[config.mk]
export PLATFORM = sky130hd
export DESIGN_NAME = morse_codec
export DESIGN_NICKNAME = d
export VERILOG_FILES = /design/src/mc_pkg.sv /design/src/mc_front.sv /design/src/mc_jobq.sv /design/src/mc_back.sv /design/src/morse_codec.sv
export SDC_FILE = /design/constraint.sdc
export NUM_CORES = 1
export LEC_CHECK = 0
export BUFFER_PORTS_ARGS = -buffer_cell sky130_fd_sc_hd__clkbuf_2
export CORE_MARGIN = 2
export CORE_UTILIZATION = 56
export DETAILED_ROUTE_END_ITERATION = 10
export GPL_ROUTABILITY_DRIVEN = 0
export PLACE_DENSITY = 0.77
export SYNTH_ARGS = -nofsm -noshare
export SYNTH_HDL_FRONTEND = slang
export SYNTH_SLANG_ARGS = --single-unit
[constraint.sdc]
create_clock -name clk -period 2.8 [get_ports clk]
set_input_delay 0.56 -clock clk [delete_from_list [all_inputs] [get_ports clk]]
set_output_delay 0.56 -clock clk [all_outputs]
set_load 0.05 [all_outputs]
[src/mc_pkg.sv]
`timescale 1ns / 1ps
`default_nettype none
// ----------------------------------------------------------------------------
// mc_pkg: Morse codec shared types, constants and table lookups
// The 39-entry symbol table, the job record passed from front to back, and the
// encode / decode lookup functions.
// ----------------------------------------------------------------------------
package mc_pkg;

  localparam int NUM_SYM    = 39;
  localparam int CODE_MAX   = 6;   // longest code in the table
  localparam int CODE_LEN_W = 3;   // holds 0..CODE_MAX
  localparam int JOBQ_DEPTH = 2;

  localparam logic [7:0] CH_DOT   = 8'h2E;
  localparam logic [7:0] CH_DASH  = 8'h2D;
  localparam logic [7:0] CH_SPACE = 8'h20;
  localparam logic [7:0] CH_NONE  = 8'h00;
  localparam logic [7:0] CASE_OFS = 8'd32;

  // Symbol, code length, code bits (bit i = element i, 1 = dash)
  localparam logic [7:0] SYM_TAB [NUM_SYM] = '{
    8'h41, 8'h42, 8'h43, 8'h44, 8'h45, 8'h46, 8'h47, 8'h48, 8'h49, 8'h4A,
    8'h4B, 8'h4C, 8'h4D, 8'h4E, 8'h4F, 8'h50, 8'h51, 8'h52, 8'h53, 8'h54,
    8'h55, 8'h56, 8'h57, 8'h58, 8'h59, 8'h5A,
    8'h30, 8'h31, 8'h32, 8'h33, 8'h34, 8'h35, 8'h36, 8'h37, 8'h38, 8'h39,
    8'h2E, 8'h2C, 8'h3F
  };

  localparam logic [CODE_LEN_W-1:0] LEN_TAB [NUM_SYM] = '{
    3'd2, 3'd4, 3'd4, 3'd3, 3'd1, 3'd4, 3'd3, 3'd4, 3'd2, 3'd4,
    3'd3, 3'd4, 3'd2, 3'd2, 3'd3, 3'd4, 3'd4, 3'd3, 3'd3, 3'd1,
    3'd3, 3'd4, 3'd3, 3'd4, 3'd4, 3'd4,
    3'd5, 3'd5, 3'd5, 3'd5, 3'd5, 3'd5, 3'd5, 3'd5, 3'd5, 3'd5,
    3'd6, 3'd6, 3'd6
  };

  localparam logic [CODE_MAX-1:0] BITS_TAB [NUM_SYM] = '{
    6'b000010, 6'b000001, 6'b000101, 6'b000001, 6'b000000, // A B C D E
    6'b000100, 6'b000011, 6'b000000, 6'b000000, 6'b001110, // F G H I J
    6'b000101, 6'b000010, 6'b000011, 6'b000001, 6'b000111, // K L M N O
    6'b000110, 6'b001011, 6'b000010, 6'b000000, 6'b000001, // P Q R S T
    6'b000100, 6'b001000, 6'b000110, 6'b001001, 6'b001101, // U V W X Y
    6'b000011,                                             // Z
    6'b011111, 6'b011110, 6'b011100, 6'b011000, 6'b010000, // 0 1 2 3 4
    6'b000000, 6'b000001, 6'b000011, 6'b000111, 6'b001111, // 5 6 7 8 9
    6'b101010, 6'b110011, 6'b001100                        // . , ?
  };

  typedef struct packed {
    logic                  hit;
    logic [CODE_LEN_W-1:0] len;
    logic [CODE_MAX-1:0]   bits;
  } enc_t;

  typedef struct packed {
    logic       hit;
    logic [7:0] sym;
  } dec_t;

  // One unit of back-end work: n_elem code elements, then fin_char (last)
  typedef struct packed {
    logic [CODE_LEN_W-1:0] n_elem;
    logic [CODE_MAX-1:0]   bits;
    logic [7:0]            fin_char;
    logic                  bad;
  } job_t;

  function automatic enc_t enc_lookup(input logic [7:0] ch);
    enc_t r;
    r = '0;
    for (int i = 0; i < NUM_SYM; i++) begin
      if (SYM_TAB[i] == ch) begin
        r.hit  = 1'b1;
        r.len  = LEN_TAB[i];
        r.bits = BITS_TAB[i];
      end
    end
    return r;
  endfunction

  function automatic dec_t dec_lookup(input logic [CODE_LEN_W-1:0] len,
                                      input logic [CODE_MAX-1:0]   bits);
    dec_t r;
    r = '0;
    for (int i = 0; i < NUM_SYM; i++) begin
      if (LEN_TAB[i] == len && BITS_TAB[i] == bits) begin
        r.hit = 1'b1;
        r.sym = SYM_TAB[i];
      end
    end
    return r;
  endfunction

endpackage
`default_nettype wire

[src/mc_front.sv]
`timescale 1ns / 1ps
`default_nettype none
// ----------------------------------------------------------------------------
// mc_front: input classifier
// Holds the direction register and the decode path. Turns each accepted beat
// into at most one job for the back end.
// ----------------------------------------------------------------------------
module mc_front #(
  parameter int MAX_CODE_LEN = 6
) (
  input  wire              clk,
  input  wire              rst_n,
  input  wire              cfg_we,
  input  wire              cfg_wdata,
  input  wire              in_acc,
  input  wire [7:0]        in_char,
  output logic             job_push,
  output mc_pkg::job_t     job
);

  localparam int LW = $clog2(MAX_CODE_LEN + 1);
  localparam int IW = $clog2(MAX_CODE_LEN);

  logic                    dir_r, dir_nxt;
  logic [MAX_CODE_LEN-1:0] path_bits_r, path_bits_nxt;
  logic [LW-1:0]           path_len_r, path_len_nxt;
  logic                    path_ovf_r, path_ovf_nxt;

  logic [7:0]   up_char;
  logic         len_ok;
  mc_pkg::enc_t enc;
  mc_pkg::dec_t dec;

  // Fold to upper case, then look up both ways
  always_comb begin
    up_char = (in_char inside {["a":"z"]}) ? in_char - mc_pkg::CASE_OFS : in_char;
    enc     = mc_pkg::enc_lookup(up_char);
    len_ok  = path_len_r <= LW'(mc_pkg::CODE_MAX);
    dec     = mc_pkg::dec_lookup(mc_pkg::CODE_LEN_W'(path_len_r),
                                 mc_pkg::CODE_MAX'(path_bits_r));
  end

  // Classify the beat and update the path
  always_comb begin
    dir_nxt       = dir_r;
    path_bits_nxt = path_bits_r;
    path_len_nxt  = path_len_r;
    path_ovf_nxt  = path_ovf_r;
    job_push      = 1'b0;
    job           = '0;
    job.fin_char  = mc_pkg::CH_SPACE;

    if (cfg_we) begin
      dir_nxt = cfg_wdata;
    end

    if (in_acc) begin
      if (!dir_r) begin
        // encode: space alone, or code then space
        if (up_char == mc_pkg::CH_SPACE) begin
          job_push = 1'b1;
        end else if (enc.hit) begin
          job_push   = 1'b1;
          job.n_elem = enc.len;
          job.bits   = enc.bits;
        end
      end else if (in_char == mc_pkg::CH_DOT || in_char == mc_pkg::CH_DASH) begin
        // decode: extend the path, or flag overflow
        if (path_len_r < LW'(MAX_CODE_LEN)) begin
          if (in_char == mc_pkg::CH_DASH) begin
            path_bits_nxt[path_len_r[IW-1:0]] = 1'b1;
          end
          path_len_nxt = path_len_r + LW'(1);
        end else begin
          path_ovf_nxt = 1'b1;
        end
      end else if (path_len_r != '0 || path_ovf_r) begin
        // separator ends a non-empty letter
        job_push = 1'b1;
        if (path_ovf_r || !len_ok || !dec.hit) begin
          job.fin_char = mc_pkg::CH_NONE;
          job.bad      = 1'b1;
        end else begin
          job.fin_char = dec.sym;
        end
        path_bits_nxt = '0;
        path_len_nxt  = '0;
        path_ovf_nxt  = 1'b0;
      end
    end
  end

  always_ff @(posedge clk) begin
    if (!rst_n) begin
      dir_r       <= 1'b0;
      path_bits_r <= '0;
      path_len_r  <= '0;
      path_ovf_r  <= 1'b0;
    end else begin
      dir_r       <= dir_nxt;
      path_bits_r <= path_bits_nxt;
      path_len_r  <= path_len_nxt;
      path_ovf_r  <= path_ovf_nxt;
    end
  end

endmodule
`default_nettype wire

[src/mc_jobq.sv]
`timescale 1ns / 1ps
`default_nettype none
// ----------------------------------------------------------------------------
// mc_jobq: job queue
// Short FIFO between the classifier and the result generator.
// ----------------------------------------------------------------------------
module mc_jobq (
  input  wire          clk,
  input  wire          rst_n,
  input  wire          wr_en,
  input  mc_pkg::job_t wr_data,
  output logic         full,
  input  wire          rd_en,
  output mc_pkg::job_t rd_data,
  output logic         rd_valid
);

  localparam int DEPTH = mc_pkg::JOBQ_DEPTH;
  localparam int PW    = (DEPTH > 1) ? $clog2(DEPTH) : 1;
  localparam int CW    = $clog2(DEPTH + 1);

  mc_pkg::job_t     slot_r [DEPTH];
  logic [PW-1:0]    wr_ptr_r, wr_ptr_nxt;
  logic [PW-1:0]    rd_ptr_r, rd_ptr_nxt;
  logic [CW-1:0]    cnt_r, cnt_nxt;
  logic             do_wr, do_rd;

  assign full     = cnt_r == CW'(DEPTH);
  assign rd_valid = cnt_r != '0;
  assign rd_data  = slot_r[rd_ptr_r];
  assign do_wr    = wr_en && !full;
  assign do_rd    = rd_en && rd_valid;

  // Pointer and count update
  always_comb begin
    wr_ptr_nxt = wr_ptr_r;
    rd_ptr_nxt = rd_ptr_r;
    cnt_nxt    = cnt_r;
    if (do_wr) begin
      wr_ptr_nxt = (wr_ptr_r == PW'(DEPTH - 1)) ? '0 : wr_ptr_r + PW'(1);
    end
    if (do_rd) begin
      rd_ptr_nxt = (rd_ptr_r == PW'(DEPTH - 1)) ? '0 : rd_ptr_r + PW'(1);
    end
    if (do_wr && !do_rd) begin
      cnt_nxt = cnt_r + CW'(1);
    end else if (do_rd && !do_wr) begin
      cnt_nxt = cnt_r - CW'(1);
    end
  end

  always_ff @(posedge clk) begin
    if (!rst_n) begin
      wr_ptr_r <= '0;
      rd_ptr_r <= '0;
      cnt_r    <= '0;
    end else begin
      wr_ptr_r <= wr_ptr_nxt;
      rd_ptr_r <= rd_ptr_nxt;
      cnt_r    <= cnt_nxt;
    end
  end

  // Payload slots
  always_ff @(posedge clk) begin
    if (do_wr) begin
      slot_r[wr_ptr_r] <= wr_data;
    end
  end

endmodule
`default_nettype wire

[src/mc_back.sv]
`timescale 1ns / 1ps
`default_nettype none
// ----------------------------------------------------------------------------
// mc_back: result generator
// Walks the head job one result per cycle, while the output register is empty
// or popped: code elements first, then the closing character flagged last.
// ----------------------------------------------------------------------------
module mc_back (
  input  wire          clk,
  input  wire          rst_n,
  input  mc_pkg::job_t job,
  input  wire          job_valid,
  output logic         job_pop,
  output logic         empty,
  input  wire          pop,
  output logic [7:0]   out_char,
  output logic         out_last,
  output logic         out_bad_code
);

  logic                          out_valid_r, out_valid_nxt;
  logic [7:0]                    out_char_r, out_char_nxt;
  logic                          out_last_r, out_last_nxt;
  logic                          out_bad_r, out_bad_nxt;
  logic [mc_pkg::CODE_LEN_W-1:0] idx_r, idx_nxt;
  logic [mc_pkg::CODE_MAX-1:0]   elem_sh;
  logic                          adv;

  assign empty        = !out_valid_r;
  assign out_char     = out_char_r;
  assign out_last     = out_last_r;
  assign out_bad_code = out_bad_r;

  // Output register frees up when empty or taken this cycle
  assign adv     = !out_valid_r || pop;
  assign elem_sh = job.bits >> idx_r;

  always_comb begin
    out_valid_nxt = out_valid_r;
    out_char_nxt  = out_char_r;
    out_last_nxt  = out_last_r;
    out_bad_nxt   = out_bad_r;
    idx_nxt       = idx_r;
    job_pop       = 1'b0;
    if (adv) begin
      out_valid_nxt = job_valid;
      if (job_valid) begin
        if (idx_r < job.n_elem) begin
          out_char_nxt = elem_sh[0] ? mc_pkg::CH_DASH : mc_pkg::CH_DOT;
          out_last_nxt = 1'b0;
          out_bad_nxt  = 1'b0;
          idx_nxt      = idx_r + mc_pkg::CODE_LEN_W'(1);
        end else begin
          out_char_nxt = job.fin_char;
          out_last_nxt = 1'b1;
          out_bad_nxt  = job.bad;
          idx_nxt      = '0;
          job_pop      = 1'b1;
        end
      end
    end
  end

  always_ff @(posedge clk) begin
    if (!rst_n) begin
      out_valid_r <= 1'b0;
      idx_r       <= '0;
    end else begin
      out_valid_r <= out_valid_nxt;
      idx_r       <= idx_nxt;
    end
  end

  always_ff @(posedge clk) begin
    out_char_r <= out_char_nxt;
    out_last_r <= out_last_nxt;
    out_bad_r  <= out_bad_nxt;
  end

endmodule
`default_nettype wire

[src/morse_codec.sv]
`timescale 1ns / 1ps
`default_nettype none
// ----------------------------------------------------------------------------
// morse_codec: Morse code encoder / decoder
// Channels: text or dot/dash bytes go in on a push/full queue port; result
// beats come out on an empty/pop queue port (out_char, out_last marks the final
// beat of one input, out_bad_code flags an unknown or over-long letter).
// cfg_we/cfg_wdata set direction (0 encode, 1 decode) while the block is idle.
// Path: an accepted beat is written into the job queue, then registered in the
// output register; empty goes low once that register holds its first result.
// Throughput: the input side takes one beat per cycle until the two-entry job
// queue fills. The output register emits one result per cycle while popped, so
// an encoded character of k elements gives k+1 results (up to 7); decoded
// characters and spaces give one result each. Beats that produce no result
// (dots and dashes in decode, unknown characters in encode) take no queue entry.
// Stall: when pop stays low the result holds and the job queue fills; full
// then rises and input stalls. Reset clears queue, output, path and
// direction (encode).
// ----------------------------------------------------------------------------
module morse_codec #(
  parameter int MAX_CODE_LEN = 6
) (
  input  wire        clk,
  input  wire        rst_n,
  input  wire        cfg_we,
  input  wire        cfg_wdata,
  input  wire        push,
  output logic       full,
  input  wire [7:0]  in_char,
  output logic       empty,
  input  wire        pop,
  output logic [7:0] out_char,
  output logic       out_last,
  output logic       out_bad_code
);

  logic         in_acc;
  logic         job_push;
  mc_pkg::job_t job_in;
  mc_pkg::job_t job_head;
  logic         job_valid;
  logic         job_pop;

  assign in_acc = push && !full;

  mc_front #(
    .MAX_CODE_LEN (MAX_CODE_LEN)
  ) u_front (
    .clk       (clk),
    .rst_n     (rst_n),
    .cfg_we    (cfg_we),
    .cfg_wdata (cfg_wdata),
    .in_acc    (in_acc),
    .in_char   (in_char),
    .job_push  (job_push),
    .job       (job_in)
  );

  mc_jobq u_jobq (
    .clk      (clk),
    .rst_n    (rst_n),
    .wr_en    (job_push),
    .wr_data  (job_in),
    .full     (full),
    .rd_en    (job_pop),
    .rd_data  (job_head),
    .rd_valid (job_valid)
  );

  mc_back u_back (
    .clk          (clk),
    .rst_n        (rst_n),
    .job          (job_head),
    .job_valid    (job_valid),
    .job_pop      (job_pop),
    .empty        (empty),
    .pop          (pop),
    .out_char     (out_char),
    .out_last     (out_last),
    .out_bad_code (out_bad_code)
  );

endmodule
`default_nettype wire

==> reports/results.tsv <==
stage	metric	value	unit
status	status	finished clean	
floorplanning	die_w	92.2	um
drt	num_vias	3969	
floorplanning	initial_utilization	57.0	%
clock_network	htreeDepth	3	
setup_path	critical_path_class	register to register	
sta	hold_slack	0.488	ns
clock_network	cts.clk_slew.worst_paths	0.07	ns
power	power	2.13	mW
clock_network	clock_path_buffers	2	
global_route	grt_antenna_before_repair	0	
setup_path	crit_chain	ha_1 > ha_1 > or4b_4 > nor2_1 > o2bb2ai_1 > a221o_1 > o31ai_4 > a311oi_1	
global_route	overflow	0	
global_route	track_usage	24.7	%
sta	worst_pin_slew	0.646	ns
setup_path	cp-end-kind	register	
floorplanning	ios	26	
yosys	yosysWarnings	0	
sta	clock_skew	0.00986	ns
run	max_cap_violations	0	
global_route	grt_max_degree	19	
cells_and_area	antenna_cells	0	
setup_path	reg2reg_from	u_front.path_len_r[0]	
clock_network	cts_buffers	9	
power	leakagePower	1.81	nW
yosys	synthCells	477	
yosys	yosys_register_bits	63	
yosys	ys.flop_type	edfxtp_1	
yosys	syn_avg_cell_area	9.14	um^2
sta	min_period	2.73	ns
floorplanning	die_area	8510	um^2
yosys	synthDistinctLibCells	75	
clock_network	clock_latency	0.34	ns
sta	setup_slack	0.0677	ns
cells_and_area	utilization	65.7	%
setup_path	critical_path_arrival	2.84	ns
power	combPwrFrac	13.9	%
setup_path	cp.required	2.90	ns
sta	setup_viol	0	
placed_design	dpl_worst_slack	-0.0415	ns
floorplanning	fp.dieH	92.2	um
yosys	netlist.area_leader.share	29.6	%
clock_network	cts_sinks	63	
setup_path	r2r-end	u_jobq.slot_r[0][3]	
yosys	synth-compound-area-share	21.8	%
clock_network	cts_root_buf	clkbuf_8	
yosys	syn_nets	501	
drt	drc	0	
global_route	grt_pass1_wl	17200	um
yosys	synthAdderAreaFrac	2.87	%
clock_network	cts_hold_buf	0	
drt	viasPerCell	6.33	
drt	wl_per_cell	16.5	um
yosys	synth_top_family_by_area	simple AND/OR/NAND/NOR gates	
power	clockPowerShare	37.5	%
yosys	synth_xor_area_share	1.61	%
setup_path	reg2reg_slack	0.07	ns
worst_hold_path	hp-class	input pin to register	
power	p_int	1.56	mW
setup_path	r2r_cells	8	
yosys	muxShareOfSynthArea	4.99	%
power	ir_worst_vdd	0.268	mV
placed_design	dp_hpwl	7540	um
yosys	yosys.area.top_type	edfxtp_1	
power	sequentialPowerShare	48.6	%
global_route	grt_pass1_vias	3525	
drt	drt_iter0_drc	517	
sta	relSlewSlack	56.9	%
power	swShare	26.8	%
setup_path	worst_path_largest_cell_delay	0.54	ns
yosys	synth.area.top_cells	edfxtp_1 (30%), dfxtp_1 (9.2%), mux2i_1 (3.4%)	
power	powerDensity	424	nW/um^2
sta	rsz0062_at_grt	yes	
setup_path	crit_top_cell	ha_1	
cells_and_area	nets	544	
yosys	synthSimpleGateAreaFrac	25.2	%
sta	fin_setup_tns	0	ns
drt	drt_first_pass_iters	5	
floorplanning	core_region_area	7650	um^2
placed_design	port_buffers	24	
setup_path	cpMaxStageDelayCell	or4b_4	
clock_network	cts_tree	yes	
floorplanning	rows	32	
sta	hold_viol	0	
setup_path	path_max_fanout	7	
setup_path	crit_end	u_jobq.slot_r[0][3]	
cells_and_area	drive_above_1_share	21.0	%
drt	drtAntennaViolNets	0	
yosys	async_reset_ff_share	0	%
sta	drv_slew	0	
cells_and_area	syn_to_final_growth	15.2	%
setup_path	crit_path_start	u_front.path_len_r[0]	
power	p_sw	0.570	mW
yosys	syn_area	4360	um^2
sta	fin_crit_sh	97.6	%
drt	routed_wl	10300	um
cells_and_area	fillerInstances	626	
setup_path	cp-start-kind	register	
yosys	ys_seq_area_share	38.8	%
sta	max_freq	366	MHz
yosys	synth_edf_count	43	
## logic make-up (layout without fill, tap and decap cells)
logic type / count (synthesis) / after routing
xor gates and xnor gates: 8 / 8
DFF: 63 / 63
AOI/OAI and AO/OA: 136 / 136
muxes: 18 / 18
adders and majority gates: 10 / 10
and+or+nand+nor: 191 / 191
other: 1 / 1
buffers and inverters: 50 / 98
## metrics by stage
step | std cells | area (um^2)
2_1_floorplan | 477 | 4360
3_3_place_gp | 610 | 4780
3_5_place_dp | 610 | 4780
4_1_cts | 626 | 4990
5_1_grt | 627 | 5020
6_report | 627 | 5020
## synthesized netlist by cell type (all sizes together) (5+ instances only)
master and count:
o31ai 9, buf 15, a21oi 23, nand2 34, o21ai 28, or3 5, o211ai 6, dfxtp 20
nor3 14, inv 16, o22ai 6, a22oi 8, nand3 12, a211oi 6, edfxtp 43, nor4 9
nand2b 12, nand3b 11, nor2b 11, a41oi 8, nor2 40, a31oi 7, ha 10, mux2i 15
nand4 5, and2 9, or2 7, clkbuf 18
## cell type report
cell class / instances / area, um^2 / share of cell area (%)
multi-input cells: 364 / 2490 / 49.5
flip-flops and latches: 63 / 1690 / 33.7
repair buffers: 65 / 440 / 8.77
clock buffers: 11 / 174 / 3.46
well taps: 102 / 128 / 2.54
inverters: 17 / 63.8 / 1.27
clock inverters: 5 / 36.3 / 0.723
## worst max-delay path, delay by kind of cell (launching register included)
family | cells | cell delay (ns)
flip-flops | 1 | 0.44
AND/OR/NAND/NOR | 2 | 0.69
AO/OA/AOI/OAI | 4 | 0.98
adder cells (fa/ha/maj) | 2 | 0.39
## repair_timing
item	in CTS	in global routing
buffers inserted	0	1
resized for setup	0	5
endpoints found under the setup margin	0	11
## layer usage
metal  track usage, %  wire length, um
met1             35.5             4680
met4             5.60              136
met3             3.86              716
met5                0                0
met2             39.3             4810
## power groups by stage
stage / clock network [mW] / registers [mW] / logic [mW]
floorplan: 0 / 1.09 / 0.169
global placement: 0 / 1.05 / 0.282
detailed placement: 0 / 1.06 / 0.291
CTS: 0.812 / 1.04 / 0.291
global route: 0.849 / 1.04 / 0.322
finish: 0.798 / 1.04 / 0.295
## cell usage in the layout, fill, tap and decap left out, types with 7 or more instances in the layout
cell       n
nor3_1    11
dfxtp_1   20
nand3b_1  10
nor2b_1   11
ha_1      10
o21ai_0   28
o31ai_1    7
nor4_1     9
edfxtp_1  43
inv_1     15
nand3_1   12
a22oi_1    8
nand2b_1  12
buf_4     40
clkbuf_2  24
mux2i_1   15
and2_1     8
clkbuf_8   9
a21oi_1   23
a41oi_1    8
a31oi_1    7
nand2_1   34
nor2_1    40
## flip-flops by register name, summed over array words and instances (netlist names), named ones only
name	flops
u_jobq.rd_ptr_r	1
u_jobq.slot_r	34
u_back.out_last	1
u_jobq.wr_ptr_r	1
u_back.out_valid_r	1
u_back.out_bad_code	1
u_front.path_len_r	3
u_back.out_char	7
u_front.dir_r	1
u_front.path_bits_r	6
u_back.idx_r	3
u_front.path_ovf_r	1
u_jobq.cnt_r	2
## worst min path at each step
stage / startpoint / end / cells after the start
5_1_grt: cfg_wdata / u_front.dir_r / 3
4_1_cts: cfg_wdata / u_front.dir_r / 3
6_report: cfg_wdata / u_front.dir_r / 3
3_3_place_gp: u_front.path_ovf_r / u_front.path_ovf_r / 2
2_1_floorplan: u_front.path_ovf_r / u_front.path_ovf_r / 2
3_5_place_dp: u_front.path_ovf_r / u_front.path_ovf_r / 2
(Power assumes the default switching activity.)
